**config.mk**
```make
export PLATFORM = sky130hd
export DESIGN_NAME = modular_inverse_ext_euclid
export DESIGN_NICKNAME = d
export VERILOG_FILES = /design/src/design/mie_pkg.sv /design/src/design/modular_inverse_ext_euclid.sv /design/src/design/mie_div.sv /design/src/design/mie_mul.sv /design/src/design/mie_datapath.sv /design/src/design/mie_ctrl.sv
export SDC_FILE = /design/constraint.sdc
export NUM_CORES = 2
export LEC_CHECK = 0
export ABC_AREA = 1
export ABC_CLOCK_PERIOD_IN_PS = 23600
export BUFFER_PORTS_ARGS = -buffer_cell sky130_fd_sc_hd__buf_2
export CAP_MARGIN = 20
export CORE_ASPECT_RATIO = 0.6
export CORE_UTILIZATION = 45
export DETAILED_ROUTE_END_ITERATION = 6
export PLACE_DENSITY_LB_ADDON = 0.3
export SYNTH_ARGS = -nofsm -noshare
export SYNTH_HDL_FRONTEND = slang
export SYNTH_SLANG_ARGS = --single-unit
```
**constraint.sdc**
```tcl
create_clock -name clk -period 23.6 [get_ports clk]
set_input_delay 2.36 -clock clk [delete_from_list [all_inputs] [get_ports clk]]
set_output_delay 2.36 -clock clk [all_outputs]
set_load 0.02 [all_outputs]
```
**src/design/mie_pkg.sv**
```systemverilog
`timescale 1ns / 1ps
`default_nettype none
// ----------------------------------------------------------------------------
// mie_pkg
// shared types and constants of the modular inverse block
// ----------------------------------------------------------------------------
package mie_pkg;
	localparam int DataWidthDef = 64;
	localparam int ModWidth = 63;
	localparam logic [ModWidth-1:0] ModulusReset = 63'd65537;

	typedef enum logic [3:0] {
		ST_IDLE,
		ST_RED_START,
		ST_RED_WAIT,
		ST_RED_FIX,
		ST_LOOP_TEST,
		ST_DIV_START,
		ST_DIV_WAIT,
		ST_MUL,
		ST_UPDATE,
		ST_FINAL,
		ST_OUT
	} state_t;

	typedef enum logic [1:0] {
		DIV_SRC_REDUCE,
		DIV_SRC_EUCLID,
		DIV_SRC_FINAL
	} div_src_t;

	typedef struct packed {
		logic     load;
		logic     div_start;
		div_src_t div_src;
		logic     red_fix;
		logic     mul;
		logic     update;
		logic     finish;
	} dp_cmd_t;

	typedef struct packed {
		logic div_done;
		logic mod_zero;
		logic a_zero;
	} dp_stat_t;
endpackage
`default_nettype wire

```
**src/design/modular_inverse_ext_euclid.sv**
```systemverilog
`timescale 1ns / 1ps
`default_nettype none
// ----------------------------------------------------------------------------
// modular_inverse_ext_euclid
// modular inverse of a signed word by the extended euclidean algorithm
// ----------------------------------------------------------------------------
// the result follows the reduction divide, one bit-serial divide and multiply per
// euclid quotient step (up to about 92 at 64 bits) and a final divide; a zero
// modulus skips straight to the output. one word at a time, next word accepted
// after the result is taken. asynchronous reset returns to idle, modulus 65537
module modular_inverse_ext_euclid #(
	parameter int DATA_WIDTH = mie_pkg::DataWidthDef
) (
	input  wire  logic                          clk,
	input  wire  logic                          arst_n,
	input  wire  logic                          cfg_we,
	input  wire  logic [mie_pkg::ModWidth-1:0]  cfg_wdata,
	input  wire  logic                          s_tvalid,
	output logic                                s_tready,
	input  wire  logic [DATA_WIDTH-1:0]         s_tdata,   // value
	output logic                                m_tvalid,
	input  wire  logic                          m_tready,
	output logic [mie_pkg::ModWidth:0]          m_tdata,   // inverse, zero pad
	output logic                                m_tuser    // no_inverse
);
	import mie_pkg::*;

	logic [ModWidth-1:0] modulus_q;
	logic [ModWidth-1:0] inverse;
	dp_cmd_t             cmd;
	dp_stat_t            stat;
	logic                mul_done;

	always_ff @(posedge clk or negedge arst_n) begin
		if (!arst_n)
			modulus_q <= ModulusReset;
		else if (cfg_we)
			modulus_q <= cfg_wdata;
	end

	mie_ctrl u_ctrl (
		.clk(clk), .arst_n(arst_n), .in_fire(s_tvalid && s_tready),
		.s_ready(s_tready), .m_valid(m_tvalid), .m_ready(m_tready),
		.stat(stat), .mul_done(mul_done), .cmd(cmd)
	);

	mie_datapath #(.DATA_WIDTH(DATA_WIDTH)) u_dp (
		.clk(clk), .arst_n(arst_n), .cmd(cmd), .stat(stat), .mul_done(mul_done),
		.value(s_tdata), .modulus(modulus_q), .inverse(inverse), .no_inverse(m_tuser)
	);

	assign m_tdata = {1'b0, inverse};
endmodule
`default_nettype wire

```
**src/design/mie_div.sv**
```systemverilog
`timescale 1ns / 1ps
`default_nettype none
// ----------------------------------------------------------------------------
// mie_div
// restoring radix-2 divider, one quotient bit per cycle
// ----------------------------------------------------------------------------
module mie_div #(
	parameter int W = 64
) (
	input  wire  logic         clk,
	input  wire  logic         arst_n,
	input  wire  logic         start,
	input  wire  logic [W-1:0] dividend,
	input  wire  logic [W-1:0] divisor,
	output logic               done,
	output logic [W-1:0]       quotient,
	output logic [W-1:0]       remainder
);
	localparam int CW = $clog2(W + 1);

	logic [W-1:0]  rem_q, quo_q, dvs_q;
	logic [CW-1:0] cnt_q;
	logic          busy_q;
	logic [W:0]    trial;
	logic [W:0]    shifted;

	always_comb begin
		shifted = {rem_q, quo_q[W-1]};
		trial   = shifted - {1'b0, dvs_q};
	end

	always_ff @(posedge clk or negedge arst_n) begin
		if (!arst_n) begin
			busy_q <= 1'b0;
			done   <= 1'b0;
			cnt_q  <= '0;
		end else begin
			done <= 1'b0;
			if (start) begin
				busy_q <= 1'b1;
				cnt_q  <= CW'(W);
			end else if (busy_q) begin
				cnt_q <= cnt_q - CW'(1);
				if (cnt_q == CW'(1)) begin
					busy_q <= 1'b0;
					done   <= 1'b1;
				end
			end
		end
	end

	always_ff @(posedge clk) begin
		if (start) begin
			rem_q <= '0;
			quo_q <= dividend;
			dvs_q <= divisor;
		end else if (busy_q) begin
			if (!trial[W]) begin
				rem_q <= trial[W-1:0];
				quo_q <= {quo_q[W-2:0], 1'b1};
			end else begin
				rem_q <= shifted[W-1:0];
				quo_q <= {quo_q[W-2:0], 1'b0};
			end
		end
	end

	assign quotient  = quo_q;
	assign remainder = rem_q;
endmodule
`default_nettype wire

```
**src/design/mie_mul.sv**
```systemverilog
`timescale 1ns / 1ps
`default_nettype none
// ----------------------------------------------------------------------------
// mie_mul
// shift-add multiplier, one multiplier bit per cycle, low word kept
// ----------------------------------------------------------------------------
module mie_mul #(
	parameter int W = 64
) (
	input  wire  logic         clk,
	input  wire  logic         arst_n,
	input  wire  logic         start,
	input  wire  logic [W-1:0] op_a,
	input  wire  logic [W-1:0] op_b,
	output logic               done,
	output logic [W-1:0]       product
);
	localparam int CW = $clog2(W + 1);

	logic [W-1:0]  acc_q, a_q, b_q;
	logic [CW-1:0] cnt_q;
	logic          busy_q;

	always_ff @(posedge clk or negedge arst_n) begin
		if (!arst_n) begin
			busy_q <= 1'b0;
			done   <= 1'b0;
			cnt_q  <= '0;
		end else begin
			done <= 1'b0;
			if (start) begin
				busy_q <= 1'b1;
				cnt_q  <= CW'(W);
			end else if (busy_q) begin
				cnt_q <= cnt_q - CW'(1);
				if (cnt_q == CW'(1)) begin
					busy_q <= 1'b0;
					done   <= 1'b1;
				end
			end
		end
	end

	always_ff @(posedge clk) begin
		if (start) begin
			acc_q <= '0;
			a_q   <= op_a;
			b_q   <= op_b;
		end else if (busy_q) begin
			if (b_q[0])
				acc_q <= acc_q + a_q;
			a_q <= {a_q[W-2:0], 1'b0};
			b_q <= {1'b0, b_q[W-1:1]};
		end
	end

	assign product = acc_q;
endmodule
`default_nettype wire

```
**src/design/mie_datapath.sv**
```systemverilog
`timescale 1ns / 1ps
`default_nettype none
// ----------------------------------------------------------------------------
// mie_datapath
// operand registers, divider shared by reduction, euclid loop and final step, multiplier of the loop
// ----------------------------------------------------------------------------
module mie_datapath #(
	parameter int DATA_WIDTH = mie_pkg::DataWidthDef
) (
	input  wire  logic                    clk,
	input  wire  logic                    arst_n,
	input  wire  mie_pkg::dp_cmd_t        cmd,
	output mie_pkg::dp_stat_t             stat,
	output logic                          mul_done,
	input  wire  logic [DATA_WIDTH-1:0]   value,
	input  wire  logic [mie_pkg::ModWidth-1:0] modulus,
	output logic [mie_pkg::ModWidth-1:0]  inverse,
	output logic                          no_inverse
);
	import mie_pkg::*;
	localparam int W = DATA_WIDTH;

	logic [W-1:0] m_q, g_q, a_q, xm_q, ym_q, q_q, val_q;
	logic         xneg_q, yneg_q;
	logic [W-1:0] dvd, dvs, quo, rem, prod, mag;
	logic         div_done;

	always_comb begin
		mag = val_q[W-1] ? (W'(0) - val_q) : val_q;
		case (cmd.div_src)
			DIV_SRC_REDUCE: begin
				dvd = mag;
				dvs = m_q;
			end
			DIV_SRC_EUCLID: begin
				dvd = g_q;
				dvs = a_q;
			end
			DIV_SRC_FINAL: begin
				dvd = xm_q;
				dvs = m_q;
			end
			default: begin
				dvd = g_q;
				dvs = a_q;
			end
		endcase
	end

	mie_div #(.W(W)) u_div (
		.clk(clk), .arst_n(arst_n), .start(cmd.div_start),
		.dividend(dvd), .divisor(dvs), .done(div_done),
		.quotient(quo), .remainder(rem)
	);

	mie_mul #(.W(W)) u_mul (
		.clk(clk), .arst_n(arst_n), .start(cmd.mul),
		.op_a(q_q), .op_b(ym_q), .done(mul_done), .product(prod)
	);

	always_ff @(posedge clk) begin
		if (cmd.load) begin
			val_q  <= value;
			m_q    <= W'(modulus[W-2:0]);
			xm_q   <= '0;
			xneg_q <= 1'b0;
			ym_q   <= W'(1);
			yneg_q <= 1'b0;
		end
		if (cmd.red_fix) begin
			g_q   <= m_q;
			a_q   <= (val_q[W-1] && rem != '0) ? (m_q - rem) : rem;
		end
		if (div_done && cmd.div_src == DIV_SRC_EUCLID)
			q_q <= quo;
		if (cmd.update) begin
			g_q    <= a_q;
			a_q    <= rem;
			xm_q   <= ym_q;
			xneg_q <= yneg_q;
			ym_q   <= xm_q + prod;
			yneg_q <= !yneg_q;
		end
		if (cmd.finish) begin
			if (m_q == '0 || g_q != W'(1)) begin
				inverse    <= '0;
				no_inverse <= 1'b1;
			end else begin
				inverse    <= ModWidth'((xneg_q && rem != '0) ? (m_q - rem) : rem);
				no_inverse <= 1'b0;
			end
		end
		if (cmd.load && modulus[W-2:0] == '0) begin
			inverse    <= '0;
			no_inverse <= 1'b1;
		end
	end

	assign stat.div_done = div_done;
	assign stat.mod_zero = (m_q == '0);
	assign stat.a_zero   = (a_q == '0);
endmodule
`default_nettype wire

```
**src/design/mie_ctrl.sv**
```systemverilog
`timescale 1ns / 1ps
`default_nettype none
// ----------------------------------------------------------------------------
// mie_ctrl
// sequencer of the input accept, reduction, euclid iterations, final reduction and output handshake
// ----------------------------------------------------------------------------
module mie_ctrl (
	input  wire  logic              clk,
	input  wire  logic              arst_n,
	input  wire  logic              in_fire,
	output logic                    s_ready,
	output logic                    m_valid,
	input  wire  logic              m_ready,
	input  wire  mie_pkg::dp_stat_t stat,
	input  wire  logic              mul_done,
	output mie_pkg::dp_cmd_t        cmd
);
	import mie_pkg::*;

	state_t state_q, state_d;

	always_ff @(posedge clk or negedge arst_n) begin
		if (!arst_n)
			state_q <= ST_IDLE;
		else
			state_q <= state_d;
	end

	always_comb begin
		state_d     = state_q;
		cmd         = '0;
		cmd.div_src = DIV_SRC_EUCLID;
		s_ready     = 1'b0;
		m_valid     = 1'b0;
		case (state_q)
			ST_IDLE: begin
				s_ready = 1'b1;
				if (in_fire) begin
					cmd.load = 1'b1;
					state_d  = ST_RED_START;
				end
			end
			ST_RED_START: begin
				if (stat.mod_zero)
					state_d = ST_OUT;
				else begin
					cmd.div_src   = DIV_SRC_REDUCE;
					cmd.div_start = 1'b1;
					state_d       = ST_RED_WAIT;
				end
			end
			ST_RED_WAIT: begin
				cmd.div_src = DIV_SRC_REDUCE;
				if (stat.div_done)
					state_d = ST_RED_FIX;
			end
			ST_RED_FIX: begin
				cmd.red_fix = 1'b1;
				state_d     = ST_LOOP_TEST;
			end
			ST_LOOP_TEST: begin
				if (stat.a_zero) begin
					cmd.div_src   = DIV_SRC_FINAL;
					cmd.div_start = 1'b1;
					state_d       = ST_FINAL;
				end else
					state_d = ST_DIV_START;
			end
			ST_DIV_START: begin
				cmd.div_start = 1'b1;
				state_d       = ST_DIV_WAIT;
			end
			ST_DIV_WAIT: begin
				if (stat.div_done) begin
					state_d = ST_MUL;
				end
			end
			ST_MUL: begin
				cmd.mul = 1'b1;
				state_d = ST_UPDATE;
			end
			ST_UPDATE: begin
				if (mul_done) begin
					cmd.update = 1'b1;
					state_d    = ST_LOOP_TEST;
				end
			end
			ST_FINAL: begin
				cmd.div_src = DIV_SRC_FINAL;
				if (stat.div_done) begin
					cmd.finish = 1'b1;
					state_d    = ST_OUT;
				end
			end
			ST_OUT: begin
				m_valid = 1'b1;
				if (m_ready)
					state_d = ST_IDLE;
			end
			default: state_d = ST_IDLE;
		endcase
	end
endmodule
`default_nettype wire

```
# Word-level counts from Yosys, hierarchy flattened

Index checks and enable logic that the tools add are counted.

Logic and storage cells: 139
Bits of input ports: 132
Output and inout port bits: 67
Register bits: 982

$add $sub $neg: 7
Reduce and logical (&&, ||, !) cells: 20
Equality and inequality tests: 21
Multiplexer cells: 65

Operator list:

| operator              | count |
|---|---|
| $mux 64               | 17 |
| $mux 63               | 3 |
| $add 64x64->64        | 2 |
| $logic_not 64->1      | 2 |
| $pmux 64 s2           | 1 |
| $sub 65x64->65        | 1 |
| $ne 64x1->1 const B   | 1 |
| $reduce_bool 64->1    | 1 |
| $sub 1x64->64 const A | 1 |
| $sub 63x64->64        | 1 |
| $logic_not 63->1      | 1 |
| $pmux 4 s11           | 1 |
| $mux 4                | 8 |
| $mux 7                | 4 |
| $mux 1                | 27 |
| $eq 4x3->1 const B    | 4 |
| $eq 7x1->1 const B    | 2 |
| $sub 7x1->7 const B   | 2 |
| $eq 4x4->1 const B    | 3 |
| $ne 2x1->1 const B    | 5 |
| $eq 4x2->1 const B    | 2 |
| $pmux 2 s4            | 1 |
| $reduce_bool 2->1     | 4 |
| $mux 3                | 2 |
| 13 further kinds      | 17 |

# Depth between registers and ports, before layout

Depth after elaboration: 7
Gate-level depth with buffers: 21
Gate-level depth less buffers: 19

# Hierarchy

From an unflattened synthesis, not the netlist that was laid out.

Cells, all modules: 9,501
Area, all modules: 65,720.5 µm²

By module, submodules not included:

| module                     | area each (µm²) | cells an instance | times used | sequential area each (µm²) |
|---|---|---|---|---|
| mie_datapath               | 34,272.9        | 4,685             | 1          | 14,764.2 |
| mie_div                    | 14,458.9        | 2,284             | 1          | 5,350.1 |
| mie_mul                    | 14,111.0        | 2,187             | 1          | 5,350.1 |
| modular_inverse_ext_euclid | 2,439.8         | 270               | 1          | 1,579.0 |
| mie_ctrl                   | 437.9           | 75                | 1          | 100.1 |

# Worst setup path after synthesis

OpenSTA, ideal clock, no wires.

Kind: register to register
From: reg u_ctrl.state_q[2]
To: reg u_dp.a_q[0], enable pin
Data arrival time: 9.555 ns
Library setup time: 0.792 ns
Slack: 13.253 ns
Stages on the path, launching flop included: 4
Required time: 22.808 ns
Buffers on the path: 0
Clock period less this slack: 10.347 ns
Cells stage by stage: dfrtp_1 -> nor2_1 -> inv_1 -> o21ai_0

Word-level cells in the longest chain between the ends: 3
Elaborated cells between the ends (all ways): 5
Classes of those cells: eq/ne: 2; mux: 2; reduce/logical: 1

Ends and longest elaborated chain:

| what                                            | RTL line           | source |
|---|---|---|
| start: declaration                              | mie_ctrl.sv:20     | `state_t state_q, state_d;` |
| start signal: assignment                        | mie_ctrl.sv:26     | `state_q <= state_d;` |
| $eq 4x4->1 / $eq 4x2->1 (equally long branches) | mie_ctrl.sv:35     | `case (state_q)` |
| $mux 1                                          | mie_ctrl.sv:35     |  |
| $reduce_bool 2->1 (no source line) (*)          | --                 |  |
| end signal: assignment                          | mie_datapath.sv:72 | `a_q <= (val_q[W-1] && rem != '0) ? (m_q - rem) : rem;` |
| end signal: assignment                          | mie_datapath.sv:78 | `a_q <= rem;` |
| end: declaration                                | mie_datapath.sv:23 | `logic [W-1:0] m_q, g_q, a_q, xm_q, ym_q, q_q, val_q;` |

Every way passes the cells marked *; elsewhere a longest branch is shown, timed or not.
A chain may end at the register's enable or synchronous reset.

# Worst setup path after layout

From: reg u_dp.u_div.rem_q[8], in the netlist u_dp.u_div.remainder[8]
To: reg u_dp.inverse[57] (netlist bit)

Word-level cells in the longest chain between the ends: 4
Elaborated cells between the ends (all ways): 5
Classes of those cells: add/sub: 1; mux: 2; reduce/logical: 2

Ends and longest elaborated chain:

| what                                                                   | RTL line           | source |
|---|---|---|
| start: declaration                                                     | mie_div.sv:21      | `logic [W-1:0] rem_q, quo_q, dvs_q;` |
| start signal: assignment                                               | mie_div.sv:59      | `rem_q <= trial[W-1:0];` |
| start signal: assignment                                               | mie_div.sv:62      | `rem_q <= shifted[W-1:0];` |
| parallel branches: the longest is 2 deep, another holds $sub 63x64->64 | --                 |  |
| $mux 63 (*)                                                            | mie_datapath.sv:89 | `inverse <= ModWidth'((xneg_q && rem != '0) ? (m_q - rem) : rem);` |
| $mux 63 (*)                                                            | mie_datapath.sv:85 | `if (m_q == '0 \|\| g_q != W'(1)) begin` |
| end signal: assignment                                                 | mie_datapath.sv:89 |  |
| end: declaration                                                       | mie_datapath.sv:17 | `output logic [mie_pkg::ModWidth-1:0] inverse,` |

Mark *: on every way between the ends.

==> impl_results.md <==
- Run status: complete, no violations
- Slowest stage cell, crit path: nor2_1
- Multiplexer area fraction after synthesis: 0.01114
- Top post-synthesis cells by area: edfxtp_1 (33%), nand2_1 (17%), inv_1 (8.2%), nor2_1 (6.8%), dfxtp_1 (6.0%)
- Synth Area in Adders: 0.05197
- First-pass GRT wire length: slightly above 400000 um
- CTS resizes: 0
- Hold path cells: 0
- Area share of the largest cell type after synthesis: 0.3326
- Netlist cell types: 53
- Syn avg cell area: a little over 7 sq um
- DP HPWL: 253700 um
- Die Area: 0.1430 sq mm
- Max Clk Rate: 218.6 MHz
- Largest net degree at the start of global routing: 121
- Vias in the first global route: between 50000 and 60000
- Die H: 293.3 um
- Seq/Total Area, Yosys: 0.4264
- Synth warnings: 0
- WS Path Type: reg -> reg
- Crit share post-route: 0.1939
- Critical path's largest stage delay: 0.87 ns
- R2r startpoint: u_dp.u_div.remainder[8]
- Worst path required time: 24.21 ns
- GRT Overall Usage: 0.4166
- Hold buffers post-CTS: 0
- Slew Viols, Final: 0
- Max-Cap Viols: 0
- Final Skew: 0.09359 ns
- Worst hold path class: reg -> reg
- Via count: 64140
- Top_reg_cell synth: edfxtp_1
- Initial Utilization: 0.4554
- CP Cell Sequence: inv_1 -> ha_1 -> nand2_1 -> nor2_1 -> nand3_1 -> nand3b_1 -> nand2_1 -> nand2_1 -> nand2_1 -> nand3_1 -> nand3_1 -> nand2_1 -> a21oi_1
- IO buf count: ~200
- P_leak: approximately 33 nW
- Crit start category: register
- Post-synthesis simple-gate area fraction: 0.3039
- Minimum clock period: 4.575 ns
- Fin. Hold Viols: 0
- Rel. slew slack: 0.1026
- Compound-cell area share of the yosys netlist: 0.08955
- Final #Nets: 9477
- Setup_tns: 0 ns
- Core ar.: 0.1398 sq mm
- Pre-antenna DRT Iters: 7
- Postcts setup bufs: 0
- Synthesized net count: roughly 9300
- Clk sinks: 982
- Endpoint class of the critical path: register
- Xor and xnor area share after synthesis: 0.01857
- Clk_lat worst skew: 0.79 ns
- EDFF count, synth: about 710
- H-tree Lvls: 3
- Post-synthesis cell area: 0.06366 sq mm
- GRT overflow: 0
- Num CTS Buffers: slightly below 100
- Fraction of layout cells with a size suffix above 1: 0.06032
- Reg-to-reg setup timing slack: about 19 ns
- Initial DRC Count: 11040
- Fin area: ~0.070 sq mm
- Most used cell, CP: nand2_1
- Initial antenna violation count: 20
- Worst reg2reg path depth: 13
- Setup violations, final: 0
- RR Endpoint: u_dp.inverse[57]
- Row count: ~110
- FFs w/ async S/R, synth: 0.08656
- ANT nets after route: 0
- Placed inst area: 0.06645 sq mm
- Synth Register Bits: 982
- DIE WIDTH: 487.6 um
- Worst EP arrival: 5.18 ns
- Endpoint, Worst Hold: u_dp.q_q[11]
- Pwr Density: 151.4 mW/mm^2
- VDD IR max: 142.2 uV
- Area Overhead vs Synth: 9.865%
- Io pins: 199
- Worst Hold Launch: u_dp.u_div.quotient[11]
- GP Congestion: 1.077
- Leading area contributor after synthesis: edfxtp_1
- Clk pin slew, worst setup/hold paths: 0.07 ns
- Drt wl/cell: 27.56 um
- Root Buffer: clkbuf_16
- RSZ-0062 raised after global routing: no
- Worst-margin pin slew: 1.342 ns
- Via density: ~5.8
- Worst Path Max Fanout: 5
- Post-route DRC: 0
- Drt total wl: 305200 um
- Largest family of logic cells by synthesized area: simple AND/OR/NAND/NOR gates
- CTS tree: yes
- Syn Inst Count: 8953
- Max clock buf depth: 3
layout make-up:
class / instances / area, sq um
Tap cell: 1890 / 2365
Inverter: 1419 / 5336
Antenna cell: 14 / 35.03
Clock buffer: 126 / 2661
Multi-Input combinational cell: 6338 / 30320
Fill cell: 14130 / 69850
Clock inverter: 58 / 681.9
Timing Repair Buffer: 245 / 1398
Sequential cell: 982 / 27140
layout by cell type, fill, tap and decap left out, types with 21 or more instances in the layout:
cell,count
mux2_2,63
ha_1,258
nor3_1,65
nand3_1,502
xnor2_1,62
xor2_1,73
dfrtp_1,83
o21ai_0,456
a31oi_1,45
nor4_1,58
nand2_1,2854
buf_4,41
clkbuf_16,101
buf_2,196
dfxtp_1,192
edfxtp_1,705
inv_1,1390
nand4_1,75
o21bai_1,30
a21oi_1,482
inv_2,25
nor2_1,1154
clkbuf_1,21
report_power, final:
part	switching [W]	internal, W	total [W]	leakage [nW]
clock network	0.000784	0.000902	0.00169	1.62
registers	0.000701	0.00264	0.00334	9.30
logic	0.00413	0.00143	0.00557	22.0
worst max-delay path by stage:
| stage | from | to | slack, ns |
|---|---|---|---|
| finish | u_dp.u_div.remainder[8] | u_dp.inverse[57] | 19.02 |
| global route | u_dp.m_q[7] | u_dp.u_div.remainder[59] | 18.93 |
| CTS | u_dp.m_q[7] | u_dp.u_div.quotient[63] | 18.83 |
| detailed placement | u_dp.m_q[7] | u_dp.u_div.quotient[63] | 18.84 |
| global placement | u_dp.m_q[7] | u_dp.u_div.quotient[63] | 18.87 |
| floorplan | u_ctrl.state_q[2] | u_dp.a_q[0] | 13.25 |
per-stage QoR:
stage / power, W / utilization / setup slack [ns] / cells / hold WS (ns)
after global routing: 0.01099 / 0.5002 / 18.93 / 11070 / 0.4422
after detailed placement: 0.008438 / 0.4754 / 18.84 / 10870 / 0.4359
after CTS: 0.01012 / 0.4993 / 18.83 / 11050 / 0.4245
final: 0.01059 / 0.5003 / 19.02 / 11070 / 0.4292
after floorplan: 0.006259 / - / 13.25 / 8953 / 0.4264
after global placement: 0.008407 / 0.4754 / 18.87 / 10870 / 0.4344
layer usage:
metal	up-vias	GRT usage	routed length, um
met5	-	0.03438	992
met4	14	0.05505	4057
met3	276	0.2922	67830
met2	4730	0.4042	88260
met1	30270	0.6743	144000
li1	28840	-	-
logic make-up after synthesis:
| logic type | after synthesis |
|---|---|
| AND/OR/NAND/NOR | 4796 |
| buffers and inverters | 1633 |
| AO/OA/AOI/OAI | 1081 |
| flip-flops | 982 |
| adder cells (fa/ha/maj) | 262 |
| XOR/XNOR | 135 |
| multiplexers | 63 |
| other | 1 |
Yosys cell counts (all sizes together) (2+ instances only):
library cell,number
o211ai,6
and2,11
nand3b,16
clkbuf,145
inv,1417
a21o,19
dfstp,2
nand3,506
mux2,63
o31ai,2
dfrtp,83
xnor2,62
or2,7
fa,4
xor2,73
nor3,67
o21ai,463
buf,69
and3,6
nor3b,3
a31oi,45
edfxtp,705
a21boi,11
nor2,1175
dfxtp,192
o21a,16
ha,258
nor4,58
nand4,76
a21oi,485
nand2,2871
clkinv,2
o21bai,30
critical path, delay by kind of cell, from the launching register on:
family                   cells  cell delay [ns]
AND/OR/NAND/NOR             10             3.22
AO/OA/AOI/OAI                1             0.08
buffers and inverters        1             0.22
flip-flops                   1             0.50
adder cells (fa/ha/maj)      1             0.42
Note: power is estimated with default switching activity, not from simulation.
